File: src/sv/carws_pkg.sv
// Shared types and constants of the class-A receive window sequencer.
// No dependencies; every other file imports this package.
package carws_pkg;

    // Fixed field widths
    localparam int CMD_BITS      = 3;
    localparam int DEST_BITS     = 32;
    localparam int WIN_BITS      = 16;
    localparam int DL_BITS       = WIN_BITS + 2;   // sum of four windows
    localparam int SEQ_BITS      = 16;
    localparam int CFG_IDX_BITS  = 3;
    localparam int CFG_DATA_BITS = 32;

    // Parameter defaults
    localparam int ADDR_BITS_DEF = 32;
    localparam int TICK_BITS_DEF = 18;

    localparam logic [WIN_BITS-1:0] WIN_RESET = WIN_BITS'(1000);

    // Configuration register indexes
    localparam logic [CFG_IDX_BITS-1:0] REG_OWN_ADDR = CFG_IDX_BITS'(0);
    localparam logic [CFG_IDX_BITS-1:0] REG_WAIT1    = CFG_IDX_BITS'(1);
    localparam logic [CFG_IDX_BITS-1:0] REG_LISTEN1  = CFG_IDX_BITS'(2);
    localparam logic [CFG_IDX_BITS-1:0] REG_WAIT2    = CFG_IDX_BITS'(3);
    localparam logic [CFG_IDX_BITS-1:0] REG_LISTEN2  = CFG_IDX_BITS'(4);

    typedef enum logic [2:0] {
        ST_IDLE    = 3'd0,
        ST_TX      = 3'd1,
        ST_WAIT1   = 3'd2,
        ST_LISTEN1 = 3'd3,
        ST_RECV1   = 3'd4,
        ST_WAIT2   = 3'd5,
        ST_LISTEN2 = 3'd6,
        ST_RECV2   = 3'd7
    } mac_state_t;

    typedef enum logic [CMD_BITS-1:0] {
        CMD_TICK   = 3'd0,
        CMD_SEND   = 3'd1,
        CMD_TXDONE = 3'd2,
        CMD_MEDIUM = 3'd3,
        CMD_FRAME  = 3'd4,
        CMD_DROP   = 3'd5
    } cmd_t;

    typedef enum logic [1:0] {
        RM_SLEEP = 2'd0,
        RM_TX    = 2'd1,
        RM_RX    = 2'd2
    } radio_mode_t;

    typedef struct packed {
        logic [DEST_BITS-1:0] own_address;
        logic [WIN_BITS-1:0]  wait1_ticks;
        logic [WIN_BITS-1:0]  listen1_ticks;
        logic [WIN_BITS-1:0]  wait2_ticks;
        logic [WIN_BITS-1:0]  listen2_ticks;
    } carws_cfg_t;

    typedef struct packed {
        mac_state_t          mac_state;
        radio_mode_t         radio_mode;
        logic                send_frame;
        logic [SEQ_BITS-1:0] seq_number;
        logic                deliver_frame;
        logic                discard_frame;
        logic                bad_request;
    } carws_res_t;

endpackage

File: src/sv/carws_if.sv
// Channel interfaces of the sequencer: event words in, result words out, config writes.
// Depends on carws_pkg for field widths.
interface carws_in_if;
    import carws_pkg::*;
    logic                 valid;
    logic                 ready;
    logic [CMD_BITS-1:0]  cmd;
    logic                 receiving;
    logic [DEST_BITS-1:0] dest_addr;

    modport source (output valid, cmd, receiving, dest_addr, input ready);
    modport sink   (input valid, cmd, receiving, dest_addr, output ready);
endinterface

interface carws_out_if;
    import carws_pkg::*;
    logic                valid;
    logic                ready;
    logic [2:0]          mac_state;
    logic [1:0]          radio_mode;
    logic                send_frame;
    logic [SEQ_BITS-1:0] seq_number;
    logic                deliver_frame;
    logic                discard_frame;
    logic                bad_request;

    modport source (output valid, mac_state, radio_mode, send_frame, seq_number,
                    deliver_frame, discard_frame, bad_request, input ready);
    modport sink   (input valid, mac_state, radio_mode, send_frame, seq_number,
                    deliver_frame, discard_frame, bad_request, output ready);
endinterface

interface carws_cfg_if;
    import carws_pkg::*;
    logic                     valid;
    logic                     ready;
    logic [CFG_IDX_BITS-1:0]  index;
    logic [CFG_DATA_BITS-1:0] data;

    modport source (output valid, index, data, input ready);
    modport sink   (input valid, index, data, output ready);
endinterface

File: src/sv/carws_fsm.sv
// MAC state machine and its timer, radio mode and sequence registers.
// Depends on carws_pkg. Updates once per word when step is high.
module carws_fsm
    import carws_pkg::*;
#(
    parameter int ADDR_BITS = ADDR_BITS_DEF,
    parameter int TICK_BITS = TICK_BITS_DEF
)
(
    input  logic                 clk,
    input  logic                 rst_n,
    input  logic                 step,
    input  cmd_t                 cmd,
    input  logic                 receiving,
    input  logic [DEST_BITS-1:0] dest_addr,
    input  carws_cfg_t           cfg,
    output carws_res_t           res
);

    localparam int CMP_BITS = (ADDR_BITS < DEST_BITS) ? ADDR_BITS : DEST_BITS;
    localparam int CMP_W    = (TICK_BITS > DL_BITS) ? TICK_BITS : DL_BITS;
    localparam logic [CMP_W-1:0] LIM_EXT = CMP_W'({TICK_BITS{1'b1}});

    mac_state_t           state_reg, state_next, state_mid, dl_state;
    logic [TICK_BITS-1:0] elapsed_reg, elapsed_next, elapsed_inc;
    logic                 armed_reg, armed_next;
    logic                 was_rx_reg, was_rx_next;
    logic [SEQ_BITS-1:0]  nseq_reg, nseq_next;
    radio_mode_t          rmode_reg, rmode_next, rmode_pre;

    logic [DL_BITS-1:0]   sum1, sum2, sum3, sum4, dl_sum;
    logic [CMP_W-1:0]     dl_ext, dl_clamped;
    logic                 has_dl, moved, entered, addr_match;
    logic                 ev_send, ev_arm, ev_deliver, ev_discard, ev_bad;

    // Cumulative window deadlines
    assign sum1 = DL_BITS'(cfg.wait1_ticks);
    assign sum2 = sum1 + DL_BITS'(cfg.listen1_ticks);
    assign sum3 = sum2 + DL_BITS'(cfg.wait2_ticks);
    assign sum4 = sum3 + DL_BITS'(cfg.listen2_ticks);

    // Saturating tick counter
    assign elapsed_inc = (cmd == CMD_TICK && armed_reg && elapsed_reg != {TICK_BITS{1'b1}})
                       ? elapsed_reg + TICK_BITS'(1) : elapsed_reg;

    always_comb
    begin
        has_dl   = 1'b1;
        dl_sum   = '0;
        dl_state = ST_IDLE;
        case (state_reg)
            ST_WAIT1:   begin dl_sum = sum1; dl_state = ST_LISTEN1; end
            ST_LISTEN1: begin dl_sum = sum2; dl_state = ST_WAIT2;   end
            ST_WAIT2:   begin dl_sum = sum3; dl_state = ST_LISTEN2; end
            ST_LISTEN2: begin dl_sum = sum4; dl_state = ST_IDLE;    end
            default:    has_dl = 1'b0;
        endcase
    end

    assign dl_ext     = CMP_W'(dl_sum);
    assign dl_clamped = (dl_ext > LIM_EXT) ? LIM_EXT : dl_ext;
    assign moved      = has_dl && (CMP_W'(elapsed_inc) >= dl_clamped);
    assign state_mid  = moved ? dl_state : state_reg;
    assign addr_match = dest_addr[CMP_BITS-1:0] == cfg.own_address[CMP_BITS-1:0];

    // Next state; a passed deadline blocks any command transition
    always_comb
    begin
        state_next = state_mid;
        entered    = moved;
        ev_send    = 1'b0;
        ev_arm     = 1'b0;
        ev_deliver = 1'b0;
        ev_discard = 1'b0;
        ev_bad     = 1'b0;
        case (cmd)
            CMD_SEND:
            begin
                if (state_mid == ST_IDLE && !moved)
                begin
                    state_next = ST_TX;
                    entered    = 1'b1;
                    ev_send    = 1'b1;
                end
                else
                begin
                    ev_bad = 1'b1;
                end
            end
            CMD_TXDONE:
            begin
                if (!moved && state_mid == ST_TX)
                begin
                    state_next = ST_WAIT1;
                    entered    = 1'b1;
                    ev_arm     = 1'b1;
                end
            end
            CMD_MEDIUM:
            begin
                if (!moved && receiving && state_mid == ST_LISTEN1)
                begin
                    state_next = ST_RECV1;
                    entered    = 1'b1;
                end
                else if (!moved && receiving && state_mid == ST_LISTEN2)
                begin
                    state_next = ST_RECV2;
                    entered    = 1'b1;
                end
            end
            CMD_FRAME:
            begin
                if (state_mid == ST_RECV1 || state_mid == ST_RECV2)
                begin
                    entered = 1'b1;
                    if (addr_match)
                    begin
                        state_next = ST_IDLE;
                        ev_deliver = 1'b1;
                    end
                    else
                    begin
                        state_next = (state_mid == ST_RECV1) ? ST_LISTEN1 : ST_LISTEN2;
                        ev_discard = 1'b1;
                    end
                end
                else
                begin
                    ev_discard = 1'b1;
                end
            end
            CMD_DROP:
            begin
                if (state_mid == ST_RECV1)
                begin
                    state_next = ST_LISTEN1;
                    entered    = 1'b1;
                end
                else if (state_mid == ST_RECV2)
                begin
                    state_next = ST_LISTEN2;
                    entered    = 1'b1;
                end
            end
            default:
            begin
            end
        endcase
    end

    // Outputs and datapath register updates
    always_comb
    begin
        rmode_pre = rmode_reg;
        if (cmd == CMD_MEDIUM && was_rx_reg)
            rmode_pre = RM_SLEEP;
        else if (cmd == CMD_DROP)
            rmode_pre = RM_SLEEP;

        rmode_next = rmode_pre;
        if (entered)
        begin
            case (state_next)
                ST_IDLE, ST_WAIT1, ST_WAIT2: rmode_next = RM_SLEEP;
                ST_TX:                       rmode_next = RM_TX;
                ST_LISTEN1, ST_LISTEN2:      rmode_next = RM_RX;
                default:                     rmode_next = rmode_pre;
            endcase
        end
        if (cmd == CMD_TXDONE)
            rmode_next = RM_SLEEP;

        was_rx_next  = (cmd == CMD_MEDIUM) ? receiving : was_rx_reg;
        elapsed_next = ev_arm ? '0 : elapsed_inc;
        if (ev_arm)
            armed_next = 1'b1;
        else if ((moved && dl_state == ST_IDLE) || ev_deliver)
            armed_next = 1'b0;
        else
            armed_next = armed_reg;
        nseq_next = ev_send ? nseq_reg + SEQ_BITS'(1) : nseq_reg;

        res.mac_state     = state_next;
        res.radio_mode    = rmode_next;
        res.send_frame    = ev_send;
        res.seq_number    = ev_send ? nseq_reg : '0;
        res.deliver_frame = ev_deliver;
        res.discard_frame = ev_discard;
        res.bad_request   = ev_bad;
    end

    always_ff @(posedge clk or negedge rst_n)
    begin
        if (!rst_n)
        begin
            state_reg   <= ST_IDLE;
            elapsed_reg <= '0;
            armed_reg   <= 1'b0;
            was_rx_reg  <= 1'b0;
            nseq_reg    <= '0;
            rmode_reg   <= RM_SLEEP;
        end
        else if (step)
        begin
            state_reg   <= state_next;
            elapsed_reg <= elapsed_next;
            armed_reg   <= armed_next;
            was_rx_reg  <= was_rx_next;
            nseq_reg    <= nseq_next;
            rmode_reg   <= rmode_next;
        end
    end

    // At most one event pulse per word
    a_pulses_exclusive: assert property (@(posedge clk) disable iff (!rst_n)
        $onehot0({res.send_frame, res.deliver_frame, res.discard_frame, res.bad_request}))
        else $error("more than one event pulse in a word");

    // A send moves to transmit and uses exactly one sequence number
    a_send_advances: assert property (@(posedge clk) disable iff (!rst_n)
        step && res.send_frame |=> state_reg == ST_TX && nseq_reg == $past(nseq_reg) + 1'b1)
        else $error("send did not enter transmit or advance sequence");

    // Timers run exactly in the window states
    a_armed_matches_state: assert property (@(posedge clk) disable iff (!rst_n)
        armed_reg == (state_reg != ST_IDLE && state_reg != ST_TX))
        else $error("timer arm flag out of step with state");

    // Counter holds while disarmed unless it is being armed
    a_counter_holds: assert property (@(posedge clk) disable iff (!rst_n)
        !armed_reg |=> armed_reg || $stable(elapsed_reg))
        else $error("elapsed counter moved while disarmed");

endmodule

File: src/sv/class_a_rx_window_sequencer.sv
// Class-A receive window sequencer. Each event word (tick, send request, transmit
// done, medium change, frame received, frame dropped) yields exactly one result word
// with the MAC state, radio mode and event pulses after that event. Throughput is one
// word per clock while rsp ready is high; the state registers in carws_fsm update once
// per word. A word passes an input register and then a result register, which it
// enters once the result slot is free or its result is being taken. The result
// register lets the next word enter while a result waits; with both registers full
// and rsp ready low, req ready drops. Window lengths must be set through the
// config channel while no word is in flight; the block itself does not enforce it.
// Depends on carws_pkg, carws_if and carws_fsm.
module class_a_rx_window_sequencer
    import carws_pkg::*;
#(
    parameter int ADDR_BITS = ADDR_BITS_DEF,   // address bits compared
    parameter int TICK_BITS = TICK_BITS_DEF    // elapsed counter width
)
(
    input logic        clk,
    input logic        rst_n,
    carws_in_if.sink   req,
    carws_out_if.source rsp,
    carws_cfg_if.sink  cfg
);

    // Input stage
    logic                 s1_valid_reg;
    logic [CMD_BITS-1:0]  cmd_reg;
    logic                 receiving_reg;
    logic [DEST_BITS-1:0] dest_addr_reg;

    // Result stage
    logic       out_valid_reg;
    carws_res_t result_reg;
    carws_res_t result_next;

    // Configuration registers
    logic [DEST_BITS-1:0] own_address_reg;
    logic [WIN_BITS-1:0]  wait1_reg, listen1_reg, wait2_reg, listen2_reg;
    carws_cfg_t           cfg_bus;

    logic advance;

    // Word moves from input stage to result stage when the result slot frees up
    assign advance   = s1_valid_reg && (!out_valid_reg || rsp.ready);
    assign req.ready = !s1_valid_reg || advance;
    assign cfg.ready = 1'b1;

    always_ff @(posedge clk or negedge rst_n)
    begin
        if (!rst_n)
            s1_valid_reg <= 1'b0;
        else if (req.ready)
            s1_valid_reg <= req.valid;
    end

    always_ff @(posedge clk)
    begin
        if (req.valid && req.ready)
        begin
            cmd_reg       <= req.cmd;
            receiving_reg <= req.receiving;
            dest_addr_reg <= req.dest_addr;
        end
    end

    // Config writes; indexes past the register list are dropped
    always_ff @(posedge clk or negedge rst_n)
    begin
        if (!rst_n)
        begin
            own_address_reg <= '0;
            wait1_reg       <= WIN_RESET;
            listen1_reg     <= WIN_RESET;
            wait2_reg       <= WIN_RESET;
            listen2_reg     <= WIN_RESET;
        end
        else if (cfg.valid)
        begin
            case (cfg.index)
                REG_OWN_ADDR: own_address_reg <= DEST_BITS'(cfg.data);
                REG_WAIT1:    wait1_reg       <= cfg.data[WIN_BITS-1:0];
                REG_LISTEN1:  listen1_reg     <= cfg.data[WIN_BITS-1:0];
                REG_WAIT2:    wait2_reg       <= cfg.data[WIN_BITS-1:0];
                REG_LISTEN2:  listen2_reg     <= cfg.data[WIN_BITS-1:0];
                default:
                begin
                end
            endcase
        end
    end

    assign cfg_bus.own_address   = own_address_reg;
    assign cfg_bus.wait1_ticks   = wait1_reg;
    assign cfg_bus.listen1_ticks = listen1_reg;
    assign cfg_bus.wait2_ticks   = wait2_reg;
    assign cfg_bus.listen2_ticks = listen2_reg;

    // State machine: combinational step from registered word, state commits on advance
    carws_fsm #(
        .ADDR_BITS (ADDR_BITS),
        .TICK_BITS (TICK_BITS)
    ) u_fsm (
        .clk       (clk),
        .rst_n     (rst_n),
        .step      (advance),
        .cmd       (cmd_t'(cmd_reg)),
        .receiving (receiving_reg),
        .dest_addr (dest_addr_reg),
        .cfg       (cfg_bus),
        .res       (result_next)
    );

    // Result register
    always_ff @(posedge clk or negedge rst_n)
    begin
        if (!rst_n)
            out_valid_reg <= 1'b0;
        else if (advance)
            out_valid_reg <= 1'b1;
        else if (rsp.ready)
            out_valid_reg <= 1'b0;
    end

    always_ff @(posedge clk)
    begin
        if (advance)
            result_reg <= result_next;
    end

    assign rsp.valid         = out_valid_reg;
    assign rsp.mac_state     = result_reg.mac_state;
    assign rsp.radio_mode    = result_reg.radio_mode;
    assign rsp.send_frame    = result_reg.send_frame;
    assign rsp.seq_number    = result_reg.seq_number;
    assign rsp.deliver_frame = result_reg.deliver_frame;
    assign rsp.discard_frame = result_reg.discard_frame;
    assign rsp.bad_request   = result_reg.bad_request;

endmodule

File: src/flat_wrapper.sv
// flat-port wrapper written by rule: the top's interface ports become plain ports
module class_a_rx_window_sequencer_flat import carws_pkg::*;
#(
    parameter int ADDR_BITS = ADDR_BITS_DEF,                           
    parameter int TICK_BITS = TICK_BITS_DEF                            
)
  (clk, rst_n, req_valid, req_cmd, req_receiving, req_dest_addr, req_ready, rsp_valid, rsp_mac_state, rsp_radio_mode, rsp_send_frame, rsp_seq_number, rsp_deliver_frame, rsp_discard_frame, rsp_bad_request, rsp_ready, cfg_valid, cfg_index, cfg_data, cfg_ready);
  carws_in_if req_i ();
  carws_out_if rsp_i ();
  carws_cfg_if cfg_i ();
  input logic clk;
  input logic rst_n;
  input wire logic [$bits(req_i.valid)-1:0] req_valid;
  input wire logic [$bits(req_i.cmd)-1:0] req_cmd;
  input wire logic [$bits(req_i.receiving)-1:0] req_receiving;
  input wire logic [$bits(req_i.dest_addr)-1:0] req_dest_addr;
  output wire logic [$bits(req_i.ready)-1:0] req_ready;
  output wire logic [$bits(rsp_i.valid)-1:0] rsp_valid;
  output wire logic [$bits(rsp_i.mac_state)-1:0] rsp_mac_state;
  output wire logic [$bits(rsp_i.radio_mode)-1:0] rsp_radio_mode;
  output wire logic [$bits(rsp_i.send_frame)-1:0] rsp_send_frame;
  output wire logic [$bits(rsp_i.seq_number)-1:0] rsp_seq_number;
  output wire logic [$bits(rsp_i.deliver_frame)-1:0] rsp_deliver_frame;
  output wire logic [$bits(rsp_i.discard_frame)-1:0] rsp_discard_frame;
  output wire logic [$bits(rsp_i.bad_request)-1:0] rsp_bad_request;
  input wire logic [$bits(rsp_i.ready)-1:0] rsp_ready;
  input wire logic [$bits(cfg_i.valid)-1:0] cfg_valid;
  input wire logic [$bits(cfg_i.index)-1:0] cfg_index;
  input wire logic [$bits(cfg_i.data)-1:0] cfg_data;
  output wire logic [$bits(cfg_i.ready)-1:0] cfg_ready;
  assign req_i.valid = req_valid;
  assign req_i.cmd = req_cmd;
  assign req_i.receiving = req_receiving;
  assign req_i.dest_addr = req_dest_addr;
  assign req_ready = req_i.ready;
  assign rsp_valid = rsp_i.valid;
  assign rsp_mac_state = rsp_i.mac_state;
  assign rsp_radio_mode = rsp_i.radio_mode;
  assign rsp_send_frame = rsp_i.send_frame;
  assign rsp_seq_number = rsp_i.seq_number;
  assign rsp_deliver_frame = rsp_i.deliver_frame;
  assign rsp_discard_frame = rsp_i.discard_frame;
  assign rsp_bad_request = rsp_i.bad_request;
  assign rsp_i.ready = rsp_ready;
  assign cfg_i.valid = cfg_valid;
  assign cfg_i.index = cfg_index;
  assign cfg_i.data = cfg_data;
  assign cfg_ready = cfg_i.ready;
  class_a_rx_window_sequencer #(.ADDR_BITS(ADDR_BITS), .TICK_BITS(TICK_BITS)) u_core (.clk(clk), .rst_n(rst_n), .req(req_i), .rsp(rsp_i), .cfg(cfg_i));
endmodule
File: config.mk
export PLATFORM = sky130hd
export DESIGN_NAME = class_a_rx_window_sequencer_flat
export DESIGN_NICKNAME = d
export VERILOG_FILES = /design/src/sv/carws_pkg.sv /design/src/sv/carws_if.sv /design/src/sv/carws_fsm.sv /design/src/sv/class_a_rx_window_sequencer.sv /design/src/flat_wrapper.sv
export SDC_FILE = /design/constraint.sdc
export NUM_CORES = 1
export LEC_CHECK = 0
export ABC_CLOCK_PERIOD_IN_PS = 17850
export BUFFER_PORTS_ARGS = -buffer_cell sky130_fd_sc_hd__buf_2
export CORE_MARGIN = 2
export CORE_UTILIZATION = 54
export CTS_CLUSTER_SIZE = 14
export DETAILED_ROUTE_END_ITERATION = 7
export GPL_TIMING_DRIVEN = 0
export PLACE_DENSITY_LB_ADDON = 0.05
export SETUP_SLACK_MARGIN = 0.2
export SKIP_LAST_GASP = 1
export SLEW_MARGIN = 20
export SYNTH_ARGS = -nofsm -noshare
export SYNTH_HDL_FRONTEND = slang
export SYNTH_HIERARCHICAL = 1
export SYNTH_SLANG_ARGS = --single-unit
File: constraint.sdc
create_clock -name clk -period 17.85 [get_ports clk]
set_clock_uncertainty 0.05 [all_clocks]
set_input_delay 3.57 -clock clk [delete_from_list [all_inputs] [get_ports clk]]
set_output_delay 3.57 -clock clk [all_outputs]
set_load 0.01 [all_outputs]
==> flow_summary_export.csv <==
group,metric,value,unit
outcome,status,"completed",
setup_path,crit_slowest_cell,"a2111oi_1",
placed_design,routabilityCongestion,0.902,
route,via_count,8821,
yosys,synth_enable_flop_cells,61,
cells_and_area,final_area,13600,um2
floorplanning,core,21900,um2
global_routing,grt_first_pass_wirelength,47.6,mm
cells_and_area,multiInputGateArea,6320,um2
placed_design,io_buffers,102,
cells_and_area,synthToLayoutAreaGrowth,12.9,%
yosys,synth_area_leaders,"dfrtp_1 24%, edfxtp_1 15%, ha_1 7.2%",
yosys,ys_async_sr_fraction,69.5,%
cells_and_area,register_area,5340,um2
sta,rsz0062_at_grt,"no",
global_routing,grt_usage,25.4,%
setup_path,critPathCaptureType,"flip-flop",
job,maxCapViolations,0,
clocking,clkLatencyLatePin,460,ps
floorplanning,die_w,154,um
route,vias_per_cell,5.92,
yosys,yosys_warnings,6,
pwr,power_density,191,nW/um2
yosys,synth_ff_type,"dfrtp_1",
clocking,cts.clk_slew.worst_paths,90,ps
placed_design,placed_cell_area,13000,um2
clocking,htreeDepth,4,
clocking,cts-buffers-inserted,17,
yosys,synth_common_cells,"115 x dfrtp_1, 70 x ha_1, 66 x mux2_2",
sta,tns,0,ps
floorplanning,core.rowCount,54,
yosys,ys_ff_latch,200,
global_routing,grt.overflow.total,0,
cells_and_area,diodes,0,
clocking,cts_sinks,200,
floorplanning,die_height,154,um
yosys,ys_seq_area_share,44.2,%
global_routing,grt_max_degree,73,
route,drt-total-wl,28.9,mm
sta,setup-violations-final,0,
sta,finalCritPeriodShare,45.3,%
route,drt_iter0_markers,623,
yosys,avgSynthCellArea,11.3,um2
floorplanning,ios,104,
setup_path,startpoint_type,"flip-flop",
clocking,cts_setup_buffers,0,
worst_hold_path,hold_path_class,"reg2reg",
setup_path,critPathTopFamily,"compound AO/OA/AOI/OAI gates",
sta,slew_violations,0,
yosys,syn_nets,1222,
setup_path,path_max_fanout,10,
pwr,p_leak,5.97,nW
floorplanning,initial_utilization,55.2,%
setup_path,worst-setup-path-type,"reg2reg",
clocking,cts-hold-fix-buffers,0,
setup_path,crit_buf_inv,1,
placed_design,hpwlAfterDp,21.5,mm
setup_path,cpMostUsedCell,"a21oi_1",
sta,period_minus_slack,8090,ps
yosys,yosysUniqueCellTypes,87,
yosys,netlist_area,12100,um2
yosys,yosysTopAreaCellShare,23.8,%
pwr,total_power,2.61,mW
clocking,cts_resized,0,
global_routing,antenna_found_initial,1,
yosys,yosysTopAreaCell,"dfrtp_1",
cells_and_area,fillCellCount,1868,
clocking,cts_root_buf,"clkbuf_16",
sta,relSlewSlack,33.8,%
floorplanning,die-area,23600,um2
setup_path,cp.required,18120,ps
yosys,post-synth-top-count-cell,"dfrtp_1",
cells_and_area,layout-drive-gt1-share,25.1,%
route,drc_errors,0,
yosys,synthCells,1073,
sta,max_freq,124,MHz
route,wl_per_cell,19.4,um
route,dr.pass1.iters,6,
pwr,ir_drop,0.113,mV
route,ant_nets,0,
sta,holdWs,432,ps
sta,worst_pin_slew,985,ps
setup_path,critPathArrivalTime,8360,ps
cells_and_area,nNetsFinal,1345,
setup_path,critPathMaxStageDelay,510,ps
sta,timing.final.hold_violations,0,
global_routing,grt_pass1_vias,8917,
clocking,clock_path_buffers,2,
clocking,cts_tree,"built",
cell usage in the layout (no fill, tap or decap), types with 11 or more instances in the layout:
| master | n |
|---|---|
| o21ai_0 | 38 |
| buf_2 | 106 |
| clkbuf_1 | 22 |
| clkbuf_16 | 17 |
| nor3_1 | 21 |
| inv_1 | 37 |
| a221oi_1 | 11 |
| a21oi_1 | 50 |
| xor2_1 | 63 |
| nand2b_1 | 12 |
| mux2_2 | 66 |
| ha_1 | 70 |
| nand2_1 | 56 |
| a21o_1 | 19 |
| and3_1 | 17 |
| mux2_1 | 12 |
| nor4_2 | 11 |
| nand3_1 | 26 |
| dfstp_2 | 24 |
| a22o_1 | 14 |
| mux2_4 | 20 |
| xnor2_1 | 41 |
| edfxtp_1 | 61 |
| nand4_1 | 15 |
| nor2_1 | 46 |
| and2_1 | 17 |
| dfrtp_1 | 115 |
routing by layer:
layer,global-route usage [%],share of wire (%)
met3,4.96,4.5
met2,40.9,48
met4,7.82,2.1
met1,34.8,46
met5,0,0
kinds of logic after synthesis:
family,Yosys count,share of synthesized area [%]
simple gates,273,13.0
compound gates,231,13.6
flops,200,44.2
mux,105,10.3
xor+xnor,104,7.53
buf+inv,86,3.56
fa+ha+maj,73,7.74
other cells,1,0.0310
report_power, final:
part           internal [mW]  total [mW]  switching [mW]
combinational          0.672        1.58           0.904
sequential             0.560       0.616          0.0561
clock                  0.197       0.412           0.216
cell type report:
class	count	area share [%]
Sequential cell	200	39.1
Clock buffer	17	3.12
Multi-Input combinational cell	787	46.3
Buffer	47	2.08
Tap cell	280	2.57
Timing Repair Buffer	104	4.16
Clock inverter	15	1.55
Inverter	39	1.07
metrics by stage:
stage	cells	worst slack, ps	utilization, %
after floorplan	1073	10450	-
after global placement	1455	9870	59.2
after detailed placement	1457	9860	59.4
after CTS	1489	9800	62.3
after global routing	1489	8770	62.4
final	1489	9760	62.4
final timing paths:
path,start,cells past startpoint,to,slack [ps]
min in group asynchronous,rst_n,1,u_core/u_fsm/elapsed_reg[5],2990
worst max register to register,u_core/wait1_reg[1],32,u_core/rsp.seq_number[6],9760
max in group asynchronous,rst_n,2,u_core/listen2_reg[9],13980
worst max-delay path,u_core/wait1_reg[1],32,u_core/rsp.seq_number[6],9760
worst min register to register,u_core/u_fsm/nseq_reg[15],1,u_core/u_fsm/nseq_reg[15],430
worst min-delay path,u_core/u_fsm/nseq_reg[15],1,u_core/u_fsm/nseq_reg[15],430
(Power assumes the default switching activity.)
